===== src/rtl/dfsw_pkg.sv =====
// ----------------------------------------------------------------------------
// dfsw_pkg: shared types and codes of the depth-first finish-time walker
// Request and result layouts, command and result kind codes, and fixed widths.
// ----------------------------------------------------------------------------
package dfsw_pkg;

  localparam int unsigned VTX_W  = 5;  // vertex field width
  localparam int unsigned TIME_W = 6;  // finish time field width
  localparam int unsigned CNT_W  = 6;  // vertex_count register width
  localparam int unsigned CLK_W  = 7;  // internal time counter width

  // Command codes.
  localparam logic [1:0] CMD_ADD     = 2'd0;
  localparam logic [1:0] CMD_EXPLORE = 2'd1;
  localparam logic [1:0] CMD_WALK    = 2'd2;
  localparam logic [1:0] CMD_CLEAR   = 2'd3;

  // Result kind codes.
  localparam logic [1:0] KIND_FINISH = 2'd0;
  localparam logic [1:0] KIND_EDGE   = 2'd1;
  localparam logic [1:0] KIND_REJECT = 2'd2;
  localparam logic [1:0] KIND_DONE   = 2'd3;

  typedef struct packed {
    logic [1:0]       cmd;
    logic [VTX_W-1:0] src;
    logic [VTX_W-1:0] dst;
  } req_t;

  typedef struct packed {
    logic [1:0]        kind;
    logic [VTX_W-1:0]  vertex;
    logic [TIME_W-1:0] finish_time;
    logic              last;
  } res_t;

  // Request from the sequencer to the result buffer.
  typedef struct packed {
    logic              push;   // a vertex has finished
    logic              flush;  // the request is complete
    logic [1:0]        kind;   // kind of the closing result when nothing is pending
    logic [VTX_W-1:0]  vertex;
    logic [TIME_W-1:0] ftime;
  } res_req_t;

endpackage


===== src/rtl/dfsw_edge_ram.sv =====
// ----------------------------------------------------------------------------
// dfsw_edge_ram: edge store
// One write port with per-field enables and one registered read port, holding
// the link to the next edge of the same list and the target vertex.
// ----------------------------------------------------------------------------
module dfsw_edge_ram #(
  parameter int unsigned EDGES = 64
) (
  input  logic                                clk_i,
  input  logic                                wr_link_en_i,
  input  logic                                wr_tgt_en_i,
  input  logic [$clog2(EDGES)-1:0]            wr_addr_i,
  input  logic [$clog2(EDGES+1)-1:0]          wr_link_i,
  input  logic [dfsw_pkg::VTX_W-1:0]          wr_tgt_i,
  input  logic                                rd_en_i,
  input  logic [$clog2(EDGES)-1:0]            rd_addr_i,
  output logic [$clog2(EDGES+1)-1:0]          rd_link_o,
  output logic [dfsw_pkg::VTX_W-1:0]          rd_tgt_o
);

  localparam int unsigned EPW = $clog2(EDGES + 1);

  logic [EPW-1:0]             link_mem [EDGES];
  logic [dfsw_pkg::VTX_W-1:0] tgt_mem  [EDGES];

  always_ff @(posedge clk_i) begin
    if (wr_link_en_i) begin
      link_mem[wr_addr_i] <= wr_link_i;
    end
    if (wr_tgt_en_i) begin
      tgt_mem[wr_addr_i] <= wr_tgt_i;
    end
  end

  always_ff @(posedge clk_i) begin
    if (rd_en_i) begin
      rd_link_o <= link_mem[rd_addr_i];
      rd_tgt_o  <= tgt_mem[rd_addr_i];
    end
  end

endmodule


===== src/rtl/dfsw_result_buf.sv =====
// ----------------------------------------------------------------------------
// dfsw_result_buf: result lookahead buffer
// Holds the latest finished vertex back by one so that the final result of a
// request can carry the last flag, and drives the registered result port.
// ----------------------------------------------------------------------------
module dfsw_result_buf (
  input  logic               clk_i,
  input  logic               rst_ni,
  input  dfsw_pkg::res_req_t req_i,
  output logic               valid_o,
  output dfsw_pkg::res_t     result_o
);

  logic                          pend_valid_q, pend_valid_d;
  logic [dfsw_pkg::VTX_W-1:0]    pend_vtx_q, pend_vtx_d;
  logic [dfsw_pkg::TIME_W-1:0]   pend_time_q, pend_time_d;
  logic                          valid_q, valid_d;
  dfsw_pkg::res_t                res_q, res_d;

  always_comb begin
    pend_valid_d = pend_valid_q;
    pend_vtx_d   = pend_vtx_q;
    pend_time_d  = pend_time_q;
    valid_d      = 1'b0;
    res_d        = res_q;
    if (req_i.push) begin
      // A newer finish arrives, so the held one is not the last.
      if (pend_valid_q) begin
        valid_d           = 1'b1;
        res_d.kind        = dfsw_pkg::KIND_FINISH;
        res_d.vertex      = pend_vtx_q;
        res_d.finish_time = pend_time_q;
        res_d.last        = 1'b0;
      end
      pend_valid_d = 1'b1;
      pend_vtx_d   = req_i.vertex;
      pend_time_d  = req_i.ftime;
    end else if (req_i.flush) begin
      valid_d    = 1'b1;
      res_d.last = 1'b1;
      if (pend_valid_q) begin
        res_d.kind        = dfsw_pkg::KIND_FINISH;
        res_d.vertex      = pend_vtx_q;
        res_d.finish_time = pend_time_q;
      end else begin
        res_d.kind        = req_i.kind;
        res_d.vertex      = '0;
        res_d.finish_time = '0;
      end
      pend_valid_d = 1'b0;
    end
  end

  always_ff @(posedge clk_i or negedge rst_ni) begin
    if (!rst_ni) begin
      pend_valid_q <= 1'b0;
      valid_q      <= 1'b0;
    end else begin
      pend_valid_q <= pend_valid_d;
      valid_q      <= valid_d;
    end
  end

  always_ff @(posedge clk_i) begin
    pend_vtx_q  <= pend_vtx_d;
    pend_time_q <= pend_time_d;
    res_q       <= res_d;
  end

  assign valid_o  = valid_q;
  assign result_o = res_q;

endmodule


===== src/rtl/dfs_finish_time_walker.sv =====
// ----------------------------------------------------------------------------
// dfs_finish_time_walker: depth-first search with finish times
// Directed graph store with edge lists in insertion order, and a sequencer
// that walks it depth first with an explicit stack, reporting finish times.
// ----------------------------------------------------------------------------
// Usage. A request (cmd, src, dst) is taken at a rising edge where start_i is
// high and busy_o is low; busy_o then stays high until the request has been
// worked through. Commands: append an edge, explore from src, walk every
// unvisited vertex below vertex_count, or clear the visit marks and the time.
// Results leave on result_o, each valid for exactly one cycle while
// result_valid_o is high; the receiver cannot stall them. The final result of
// every request carries last. An add yields one edge or reject result; a clear,
// and an explore or walk finishing no vertex, yield one done result. Steps. An
// add writes the edge in S_ADD and, if the source list has edges, relinks the
// old tail in S_ADD_LINK through the single write port of the edge store; a
// clear works in S_CLEAR. An explore enters its start in S_TRY (ends there if
// it is already visited), reads each edge in S_LOOP, enters any new target in
// S_EDGE and finishes vertices in S_LOOP; a walk tests each candidate in
// S_CHECK, tries it in S_TRY and closes in S_CHECK. The edge step spans S_LOOP
// and S_EDGE for the registered store read. The final result appears in the
// first cycle with busy_o low, as the result port is registered and the newest
// finish is held back one step. Reset empties every edge list, clears marks and
// time, and sets vertex_count to 32; the user writes configuration through
// cfg_we_i only while the block is idle, which the block does not enforce.
// ----------------------------------------------------------------------------
module dfs_finish_time_walker #(
  parameter int unsigned VERTICES = 32,
  parameter int unsigned EDGES    = 64
) (
  input  logic                         clk_i,
  input  logic                         rst_ni,
  input  logic                         start_i,
  input  dfsw_pkg::req_t               req_i,
  output logic                         busy_o,
  input  logic                         cfg_we_i,
  input  logic [dfsw_pkg::CNT_W-1:0]   cfg_wdata_i,
  output logic                         result_valid_o,
  output dfsw_pkg::res_t               result_o
);

  localparam int unsigned VIW = (VERTICES > 1) ? $clog2(VERTICES) : 1; // vertex index
  localparam int unsigned EIW = (EDGES > 1) ? $clog2(EDGES) : 1;       // edge index
  localparam int unsigned EPW = $clog2(EDGES + 1);                     // edge pointer
  localparam int unsigned SDW = $clog2(VERTICES + 1);                  // stack depth
  localparam int unsigned SIW = VIW;                                   // stack index
  localparam logic [EPW-1:0] NIL = EPW'(EDGES);
  localparam logic [dfsw_pkg::CNT_W-1:0] VCNT = dfsw_pkg::CNT_W'(VERTICES);

  // Sequencer states.
  localparam logic [2:0] S_IDLE     = 3'd0;
  localparam logic [2:0] S_ADD      = 3'd1;
  localparam logic [2:0] S_ADD_LINK = 3'd2;
  localparam logic [2:0] S_CLEAR    = 3'd3;
  localparam logic [2:0] S_CHECK    = 3'd4;
  localparam logic [2:0] S_TRY      = 3'd5;
  localparam logic [2:0] S_LOOP     = 3'd6;
  localparam logic [2:0] S_EDGE     = 3'd7;

  logic [2:0] state_q, state_d;

  // Request registers.
  logic [1:0]                  cmd_q, cmd_d;
  logic [dfsw_pkg::VTX_W-1:0]  src_q, src_d;
  logic [dfsw_pkg::VTX_W-1:0]  dst_q, dst_d;
  logic [dfsw_pkg::CNT_W-1:0]  cand_q, cand_d;       // candidate start vertex
  logic [dfsw_pkg::CNT_W-1:0]  vcnt_q;               // vertex_count register
  logic [dfsw_pkg::CNT_W-1:0]  walk_lim;

  // Graph and walk state.
  logic [EPW-1:0]              used_q, used_d;       // edges stored so far
  logic [EIW-1:0]              new_edge_q, new_edge_d;
  logic [EIW-1:0]              old_tail_q, old_tail_d;
  logic [VERTICES-1:0]         has_edges_q;          // list head and tail are valid
  logic [EIW-1:0]              head_q [VERTICES];
  logic [EIW-1:0]              tail_q [VERTICES];
  logic [VERTICES-1:0]         visited_q;
  logic [dfsw_pkg::CLK_W-1:0]  clock_q, clock_d;
  logic [SDW-1:0]              depth_q, depth_d;
  logic [VIW-1:0]              stk_vtx_q [VERTICES];
  logic [EPW-1:0]              stk_nxt_q [VERTICES];

  // Edge store port.
  logic                        ram_wlink_en, ram_wtgt_en, ram_rd_en;
  logic [EIW-1:0]              ram_waddr;
  logic [EPW-1:0]              ram_wlink;
  logic [EIW-1:0]              ram_raddr;
  logic [EPW-1:0]              ram_rlink;
  logic [dfsw_pkg::VTX_W-1:0]  ram_rtgt;

  // Sequencer controls.
  logic                        accept;
  logic                        add_go, clear_go, enter_go, pop_go, nxt_upd;
  logic [VIW-1:0]              enter_vtx;
  logic [dfsw_pkg::CNT_W-1:0]  enter_cand;
  logic [EPW-1:0]              enter_head;
  logic                        enter_ok;
  logic [SDW-1:0]              depth_m1;
  logic [SIW-1:0]              top_idx;
  logic [SIW-1:0]              push_idx;
  logic [VIW-1:0]              src_idx;
  logic                        add_ok;
  dfsw_pkg::res_req_t          res_req;

  assign accept   = start_i && (state_q == S_IDLE);
  assign busy_o   = (state_q != S_IDLE);
  assign walk_lim = (vcnt_q > VCNT) ? VCNT : vcnt_q;
  assign depth_m1 = depth_q - SDW'(1);
  assign top_idx  = depth_m1[SIW-1:0];
  assign push_idx = depth_q[SIW-1:0];
  assign src_idx  = src_q[VIW-1:0];

  assign add_ok = (used_q < NIL) &&
                  ({1'b0, src_q} < VCNT) && ({1'b0, dst_q} < VCNT);

  // A vertex is entered either as the explore or walk candidate or as the
  // target of the edge just read from the store; one shared lookup serves both.
  assign enter_cand = (state_q == S_EDGE) ? {1'b0, ram_rtgt} : cand_q;
  assign enter_vtx  = enter_cand[VIW-1:0];
  assign enter_head = has_edges_q[enter_vtx] ? EPW'(head_q[enter_vtx]) : NIL;
  assign enter_ok   = (enter_cand < VCNT) && !visited_q[enter_vtx] &&
                      (depth_q < SDW'(VERTICES));

  always_comb begin
    state_d      = state_q;
    cmd_d        = cmd_q;
    src_d        = src_q;
    dst_d        = dst_q;
    cand_d       = cand_q;
    used_d       = used_q;
    new_edge_d   = new_edge_q;
    old_tail_d   = old_tail_q;
    clock_d      = clock_q;
    depth_d      = depth_q;
    add_go       = 1'b0;
    clear_go     = 1'b0;
    enter_go     = 1'b0;
    pop_go       = 1'b0;
    nxt_upd      = 1'b0;
    ram_wlink_en = 1'b0;
    ram_wtgt_en  = 1'b0;
    ram_waddr    = used_q[EIW-1:0];
    ram_wlink    = NIL;
    ram_rd_en    = 1'b0;
    ram_raddr    = stk_nxt_q[top_idx][EIW-1:0];
    res_req      = '0;

    unique case (state_q)
      S_IDLE: begin
        if (accept) begin
          cmd_d = req_i.cmd;
          src_d = req_i.src;
          dst_d = req_i.dst;
          unique case (req_i.cmd)
            dfsw_pkg::CMD_ADD: begin
              state_d = S_ADD;
            end
            dfsw_pkg::CMD_EXPLORE: begin
              cand_d  = {1'b0, req_i.src};
              state_d = S_TRY;
            end
            dfsw_pkg::CMD_WALK: begin
              cand_d  = '0;
              state_d = S_CHECK;
            end
            default: begin
              state_d = S_CLEAR;
            end
          endcase
        end
      end

      S_ADD: begin
        if (!add_ok) begin
          res_req.flush = 1'b1;
          res_req.kind  = dfsw_pkg::KIND_REJECT;
          state_d       = S_IDLE;
        end else begin
          add_go       = 1'b1;
          ram_wlink_en = 1'b1;
          ram_wtgt_en  = 1'b1;
          used_d       = used_q + EPW'(1);
          new_edge_d   = used_q[EIW-1:0];
          old_tail_d   = tail_q[src_idx];
          if (has_edges_q[src_idx]) begin
            state_d = S_ADD_LINK;
          end else begin
            res_req.flush = 1'b1;
            res_req.kind  = dfsw_pkg::KIND_EDGE;
            state_d       = S_IDLE;
          end
        end
      end

      S_ADD_LINK: begin
        // Chain the new edge behind the previous tail of the list.
        ram_wlink_en  = 1'b1;
        ram_waddr     = old_tail_q;
        ram_wlink     = EPW'(new_edge_q);
        res_req.flush = 1'b1;
        res_req.kind  = dfsw_pkg::KIND_EDGE;
        state_d       = S_IDLE;
      end

      S_CLEAR: begin
        clear_go      = 1'b1;
        clock_d       = '0;
        depth_d       = '0;
        res_req.flush = 1'b1;
        res_req.kind  = dfsw_pkg::KIND_DONE;
        state_d       = S_IDLE;
      end

      S_CHECK: begin
        if (cand_q < walk_lim) begin
          state_d = S_TRY;
        end else begin
          res_req.flush = 1'b1;
          res_req.kind  = dfsw_pkg::KIND_DONE;
          state_d       = S_IDLE;
        end
      end

      S_TRY: begin
        if (enter_ok) begin
          enter_go = 1'b1;
          clock_d  = clock_q + dfsw_pkg::CLK_W'(1);
          depth_d  = depth_q + SDW'(1);
          state_d  = S_LOOP;
        end else if (cmd_q == dfsw_pkg::CMD_WALK) begin
          cand_d  = cand_q + dfsw_pkg::CNT_W'(1);
          state_d = S_CHECK;
        end else begin
          res_req.flush = 1'b1;
          res_req.kind  = dfsw_pkg::KIND_DONE;
          state_d       = S_IDLE;
        end
      end

      S_LOOP: begin
        if (depth_q == '0) begin
          // The tree rooted at the candidate is complete.
          if (cmd_q == dfsw_pkg::CMD_WALK) begin
            cand_d  = cand_q + dfsw_pkg::CNT_W'(1);
            state_d = S_CHECK;
          end else begin
            res_req.flush = 1'b1;
            res_req.kind  = dfsw_pkg::KIND_DONE;
            state_d       = S_IDLE;
          end
        end else if (stk_nxt_q[top_idx] >= NIL) begin
          // The top vertex has no edges left: it finishes now.
          pop_go         = 1'b1;
          res_req.push   = 1'b1;
          res_req.vertex = dfsw_pkg::VTX_W'(stk_vtx_q[top_idx]);
          res_req.ftime  = clock_q[dfsw_pkg::TIME_W-1:0];
          clock_d        = clock_q + dfsw_pkg::CLK_W'(1);
          depth_d        = depth_m1;
        end else begin
          ram_rd_en = 1'b1;
          state_d   = S_EDGE;
        end
      end

      S_EDGE: begin
        nxt_upd = 1'b1;
        if (enter_ok) begin
          enter_go = 1'b1;
          clock_d  = clock_q + dfsw_pkg::CLK_W'(1);
          depth_d  = depth_q + SDW'(1);
        end
        state_d = S_LOOP;
      end

      default: begin
        state_d = S_IDLE;
      end
    endcase
  end

  always_ff @(posedge clk_i or negedge rst_ni) begin
    if (!rst_ni) begin
      state_q     <= S_IDLE;
      vcnt_q      <= dfsw_pkg::CNT_W'(32);
      used_q      <= '0;
      has_edges_q <= '0;
      visited_q   <= '0;
      clock_q     <= '0;
      depth_q     <= '0;
    end else begin
      state_q <= state_d;
      used_q  <= used_d;
      clock_q <= clock_d;
      depth_q <= depth_d;
      if (cfg_we_i) begin
        vcnt_q <= cfg_wdata_i;
      end
      if (add_go) begin
        has_edges_q[src_idx] <= 1'b1;
      end
      if (clear_go) begin
        visited_q <= '0;
      end else if (enter_go) begin
        visited_q[enter_vtx] <= 1'b1;
      end
    end
  end

  always_ff @(posedge clk_i) begin
    cmd_q      <= cmd_d;
    src_q      <= src_d;
    dst_q      <= dst_d;
    cand_q     <= cand_d;
    new_edge_q <= new_edge_d;
    old_tail_q <= old_tail_d;
    if (add_go) begin
      tail_q[src_idx] <= used_q[EIW-1:0];
      if (!has_edges_q[src_idx]) begin
        head_q[src_idx] <= used_q[EIW-1:0];
      end
    end
    if (nxt_upd) begin
      stk_nxt_q[top_idx] <= ram_rlink;
    end
    if (enter_go) begin
      stk_vtx_q[push_idx] <= enter_vtx;
      stk_nxt_q[push_idx] <= enter_head;
    end
  end

  dfsw_edge_ram #(
    .EDGES (EDGES)
  ) u_edge_ram (
    .clk_i        (clk_i),
    .wr_link_en_i (ram_wlink_en),
    .wr_tgt_en_i  (ram_wtgt_en),
    .wr_addr_i    (ram_waddr),
    .wr_link_i    (ram_wlink),
    .wr_tgt_i     (dst_q),
    .rd_en_i      (ram_rd_en),
    .rd_addr_i    (ram_raddr),
    .rd_link_o    (ram_rlink),
    .rd_tgt_o     (ram_rtgt)
  );

  dfsw_result_buf u_result_buf (
    .clk_i    (clk_i),
    .rst_ni   (rst_ni),
    .req_i    (res_req),
    .valid_o  (result_valid_o),
    .result_o (result_o)
  );

endmodule


===== config.mk =====
export PLATFORM = sky130hd
export DESIGN_NAME = dfs_finish_time_walker
export DESIGN_NICKNAME = d
export VERILOG_FILES = /design/src/rtl/dfsw_pkg.sv /design/src/rtl/dfsw_edge_ram.sv /design/src/rtl/dfsw_result_buf.sv /design/src/rtl/dfs_finish_time_walker.sv
export SDC_FILE = /design/constraint.sdc
export NUM_CORES = 2
export LEC_CHECK = 0
export ABC_CLOCK_PERIOD_IN_PS = 10800
export BUFFER_PORTS_ARGS = -buffer_cell sky130_fd_sc_hd__buf_2
export CAP_MARGIN = 5
export CORE_UTILIZATION = 68
export CTS_CLUSTER_DIAMETER = 100
export CTS_CLUSTER_SIZE = 30
export DETAILED_ROUTE_END_ITERATION = 6
export GPL_ROUTABILITY_DRIVEN = 0
export PLACE_DENSITY = 0.85
export SLEW_MARGIN = 10
export SYNTH_ARGS = -nofsm -noshare
export SYNTH_HDL_FRONTEND = slang
export SYNTH_SLANG_ARGS = --single-unit

===== constraint.sdc =====
create_clock -name clk_i -period 10.8 [get_ports clk_i]
set_input_delay 1.08 -clock clk_i [delete_from_list [all_inputs] [get_ports clk_i]]
set_output_delay 1.08 -clock clk_i [all_outputs]
set_load 0.02 [all_outputs]

Word level (Yosys, flattened, before mapping). Memory sizes are Yosys's and may differ from the RTL's. A register that Yosys moved wholly into a read port is not among the register bits. Cells that the tools add are included.

RAM bits: 1536. Memories: 6. Register bits after elaboration: 139. Word-level logic and storage cells: 167.

Add/subtract/negate cells: 5. Equal/unequal tests: 19. Magnitude comparators: 10. Reduce and logical (&&, ||, !) cells: 23. Bitwise operators: 4. Mux-type cells: 81.

Memories: u_edge_ram.link_mem (depth 64, width 7, rd ports 1, clocked after memory_dff 1, write ports 1, line dfsw_edge_ram.sv:23) `logic [EPW-1:0] link_mem [EDGES];`; u_edge_ram.tgt_mem (depth 64, width 5, rd ports 1, clocked after memory_dff 1, write ports 1, line dfsw_edge_ram.sv:24) `logic [dfsw_pkg::VTX_W-1:0] tgt_mem [EDGES];`; stk_nxt_q (depth 32, width 7, rd ports 1, clocked after memory_dff 0, write ports 2, line dfs_finish_time_walker.sv:80) `logic [EPW-1:0] stk_nxt_q [VERTICES];`; head_q (depth 32, width 6, rd ports 1, clocked after memory_dff 0, write ports 1, line dfs_finish_time_walker.sv:74) `logic [EIW-1:0] head_q [VERTICES];`; tail_q (depth 32, width 6, rd ports 1, clocked after memory_dff 1, write ports 1, line dfs_finish_time_walker.sv:75) `logic [EIW-1:0] tail_q [VERTICES];`; stk_vtx_q (depth 32, width 5, rd ports 1, clocked after memory_dff 1, write ports 1, line dfs_finish_time_walker.sv:79) `logic [VIW-1:0] stk_vtx_q [VERTICES];`.

Operators with widths (count): $mux W32 (2); $or A32 B32 Y32 (2); $mux W6 (10); $mux W14 (3); $mux W3 (13); $pmux W6 S3 (2); $mux W7 (5); $mux W1 (33); $pmux W3 S7 (1); $pmux W7 S3 (1); $pmux W3 S6 (1); $bmux W1 S5 (3); $add A7 B1 Y7 const B (2); $mux W13 (1); $add A6 B1 Y6 const B (2); $eq A3 B3 Y1 const B (4); $lt A5 B6 Y1 const B (2); $lt A6 B6 Y1 const B (2); $pmux W6 S2 (1); $demux W1 S5 (2); $ge A5 B1 Y1 const B (2); $ne A2 B2 Y1 const B (5); $pmux W3 S3 (1); $reduce_bool A3 Y1 (3); 26 further kinds (39).

Logic depth before layout (Yosys ltp).
Depth in word-level cells: 12. Gate-level depth with buffers: 24.

Cells and area by module. A second synthesis with hierarchy kept.

Cell total of the unflattened synthesis: 4106. Area total of the unflattened synthesis: 71094.4 um2.

By module, submodules not included: dfs_finish_time_walker (cells each 2627, area an instance 39914.5 um2, instances 1); dfsw_edge_ram (cells each 1433, area an instance 30257.8 um2, instances 1); dfsw_result_buf (cells each 46, area an instance 922.1 um2, instances 1).

Worst setup path before layout. OpenSTA, ideal clock, no wires.

Kind: register -> register. Start: register depth_q[0]. End: register u_edge_ram.rd_link_o[0] (read register of u_edge_ram.link_mem), data pin. Path buffers: 13. Cell stages (with the launch flop): 23. Path slack: 5.321 ns. Data arrival time: 5.204 ns. Period minus slack after synthesis: 5.479 ns. Cells stage by stage: dfrtp_1 -> buf_2 -> buf_2 -> buf_2 -> buf_4 -> buf_4 -> buf_2 -> buf_2 -> inv_1 -> ha_1 -> buf_2 -> buf_2 -> clkbuf_1 -> mux4_2 -> a221oi_1 -> nand4_1 -> buf_2 -> buf_2 -> buf_1 -> mux2i_1 -> o22ai_1 -> o41ai_1 -> nand4_1.

Longest elaborated chain between the ends: 6.

RTL lines: start: declaration (line dfs_finish_time_walker.sv:78) `logic [SDW-1:0] depth_q, depth_d;`; start signal: assignment (line dfs_finish_time_walker.sv:293) `depth_q <= depth_d;`; $sub A6 B1 Y6 (line dfs_finish_time_walker.sv:107) `assign depth_m1 = depth_q - SDW'(1);`; $mem_v2 Z32 W7; $ge A7 B7 Y1 (line dfs_finish_time_walker.sv:250) `end else if (stk_nxt_q[top_idx] >= NIL) begin`; $mux W1 (line dfs_finish_time_walker.sv:250); $mux W1 (line dfs_finish_time_walker.sv:240) `if (depth_q == '0) begin`; $mux W1 (line dfs_finish_time_walker.sv:147) `unique case (state_q)`; end: declaration (line dfsw_edge_ram.sv:17) `output logic [$clog2(EDGES+1)-1:0] rd_link_o,`.

Several ways; a longest one is shown, not always the timed one. A chain may end at the register's enable or synchronous reset.

Worst setup path in the final report.
Start: register depth_q[0]. End: register u_edge_ram.rd_link_o[1] (read register of u_edge_ram.link_mem), data pin.

Same word-level chain as after synthesis.

==> flow_metrics.env <==
export IMPL_outcome="finished, final reports clean"
export IMPL_ctsResizeCount=0
export IMPL_setup_viol=0
export IMPL_r2r_start="depth_q[0]"
export IMPL_initial_core_util=0.6897
export IMPL_crit_end="u_edge_ram.rd_link_o[1]"
export IMPL_fp_coreArea_mm2=0.1025
export IMPL_max_cap_violations=0
export IMPL_die_area_mm2=0.1052
export IMPL_wl_mm=160.9
export IMPL_io_buffers=37
export IMPL_clk_pin_slew_ns=0.11
export IMPL_clock_latency_ns=0.70
export IMPL_final_layout_size_suffix_gt1_frac=0.1619
export IMPL_cts_root_buf="clkbuf_16"
export IMPL_rows=117
export IMPL_place_area_mm2=0.07193
export IMPL_grt_pass1_vias=38320
export IMPL_die_h_um=324.4
export IMPL_num_vias=39190
export IMPL_cts_made_buffers=66
export IMPL_worstHoldPathType="input port to async pin"
export IMPL_clock_path_buffers=3
export IMPL_drtIter0Drc=5803
export IMPL_stdcell_area_mm2=0.07385
export IMPL_drtPass1Iterations=6
export IMPL_skew_ns=0.03614
export IMPL_viasPerCell=7.003
export IMPL_ys_seq_elements=1697
export IMPL_path_max_fanout=53
export IMPL_rsz0062_at_grt="no"
export IMPL_drtAntennaViolNets=0
export IMPL_synth_cell_types=67
export IMPL_fmax_mhz=146.4
export IMPL_ys_top_cells_by_count="1,603 x edfxtp_1, 405 x mux2i_1, 291 x nand2_1, 222 x o22ai_1, 219 x mux2_2"
export IMPL_synthCells=4284
export IMPL_synthArstFlopShare=0.05539
export IMPL_layout_nets=4228
export IMPL_grt_use_total=0.3030
export IMPL_synth_most_common_cell="edfxtp_1"
export IMPL_finalHoldViolations=0
export IMPL_synth_top_area_frac=0.6811
export IMPL_holdBufCountCts=0
export IMPL_final_period_utilization=0.6325
export IMPL_drt_wirelength_per_cell_um=28.75
export IMPL_overflow=0
export IMPL_seq_area_frac_synth=0.7144
export IMPL_synth_fp_nets=4323
export IMPL_worst_slew_pin_transition_ns=1.274
export IMPL_slew_headroom=0.1477
export IMPL_r2r_worst_path_cells=12
export IMPL_area_delta_synth_final_pct=4.495
export IMPL_power_leakage_nw=25.02
export IMPL_start_kind="flop"
export IMPL_synth_ff_type="edfxtp_1"
export IMPL_cts_tree="done"
export IMPL_antenna_found_initial=7
export IMPL_r2r_end="u_edge_ram.rd_link_o[1]"
export IMPL_hpwl_mm=99.08
export IMPL_synth_area_mm2=0.07068
export IMPL_fin_crit_ns=6.831
export IMPL_ir_drop_v=0.0004182
export IMPL_drcViolationCount=0
export IMPL_synth_edf_count=1603
export IMPL_grt_max_degree=101
export IMPL_pwr_density_cell_mw_per_mm2=281.7
export IMPL_avgSynthCellArea_um2=16.50
export IMPL_cts_max_level=3
export IMPL_required_ns=11.19
export IMPL_critPathLaunch="depth_q[0]"
export IMPL_synth_top_cell_by_area="edfxtp_1"
export IMPL_fin_setup_tns_ns=0
export IMPL_r2r_slack_ns=3.97
export IMPL_io_pins=38
export IMPL_critPathArrivalTime_ns=7.22
export IMPL_synth_area_leaders="edfxtp_1 68%, mux2i_1 5.7%, mux4_2 5.4%, mux2_2 3.5%, dfrtp_1 3.3%"
export IMPL_yosys_warnings=0
export IMPL_clock_sinks=1697
export IMPL_maxSlewViolCount=0
export IMPL_die_w_um=324.4
export IMPL_cts_setup_buffers=0
export IMPL_grt_pass1_wl_mm=238.9
export IMPL_cp_end_kind="flop"
export IMPL_crit_type="flop to flop"
## per-stage QoR
stage                     hold WS (ns)  std cells  worst slack [ns]    util  power [mW]
after floorplan                 0.4438       4284             5.321       -       14.91
after global placement          0.4571       5489             4.200  0.7019       17.34
after detailed placement        0.4706       5489             4.105  0.7019       17.59
after CTS                       0.3983       5592             4.077  0.7206       20.59
after global routing            0.4305       5595             3.710  0.7207       21.42
final                           0.3934       5596             3.969  0.7207       20.80
## registers in the layout, indices dropped and copies added (netlist names), 7 cells and up
signal and cells:
visited_q 32, stk_vtx_q 160, used_q 7, head_q 192, u_result_buf.result_o 14, u_edge_ram.rd_link_o 7
u_edge_ram.tgt_mem 320, stk_nxt_q 224, has_edges_q 32, tail_q 192, u_edge_ram.link_mem 448
## where the power goes
group,internal [mW],switching (mW)
Sequential,7.90,0.218
Combinational,3.43,6.14
Clock,1.23,1.88
## logic make-up after synthesis
family          synth area share
flops                     0.7144
simple gates             0.06175
mux                       0.1501
compound gates           0.04776
buf+inv                  0.02130
fa+ha+maj               0.003009
xor+xnor                0.001735
## worst min path at each step
| stage | start | to | slack, ns | depth (start not counted) |
|---|---|---|---|---|
| 2_1_floorplan | visited_q[5] | visited_q[5] | 0.44 | 2 |
| 3_3_place_gp | visited_q[13] | visited_q[13] | 0.46 | 2 |
| 3_5_place_dp | visited_q[25] | visited_q[25] | 0.47 | 2 |
| 4_1_cts | rst_ni | has_edges_q[27] | 0.40 | 1 |
| 5_1_grt | rst_ni | has_edges_q[27] | 0.43 | 1 |
| 6_report | rst_ni | has_edges_q[27] | 0.39 | 1 |
## layout make-up
class,instances,area [um2]
Antenna cell,4,10.01
Clock buffer,101,1889
Clock inverter,2,25.02
Fill cell,6036,28620
Inverter,57,219.0
Multi-Input combinational cell,2257,18750
Sequential cell,1697,50500
Tap cell,1368,1712
Timing Repair Buffer,110,748.2
## layout by cell type (no fill, tap or decap), types with 21 or more instances in the layout
cell	count
a21oi_1	45
buf_4	73
inv_1	54
or2_2	39
mux4_2	169
mux2i_1	405
edfxtp_1	1603
clkbuf_16	71
nand3_1	37
nand2_4	24
mux2_1	21
nand2b_1	29
dfrtp_1	86
buf_2	36
a22oi_1	34
nor2_1	212
o22ai_1	222
clkbuf_1	30
o41ai_1	48
nor3_1	42
o21ai_0	87
a31oi_1	49
nand4_1	25
and3_1	48
nand2_1	284
nor2b_1	51
mux2_2	219
## worst max-delay path, stage by stage, from the launching register on
cell and delay [ns]:
dfrtp_4 0.84, inv_1 0.23, ha_4 0.63, buf_4 0.73, mux4_2 0.35, nand2b_1 0.09, nand4_1 0.60, buf_4 0.70
buf_4 0.69, mux2i_1 0.31, o22ai_1 0.13, o41ai_1 0.98, nand4_1 0.16
## metal layers
layer / global-route usage / vias to the layer above / wire length (um)
met3: 0.04922 / 359 / 17420
met4: 0.1142 / 4 / 5943
met1: 0.4326 / 19720 / 60040
met5: 0 / - / 23
met2: 0.4781 / 2600 / 77480
li1: - / 16510 / -
No activity file was read; power rests on OpenSTA's default activity.
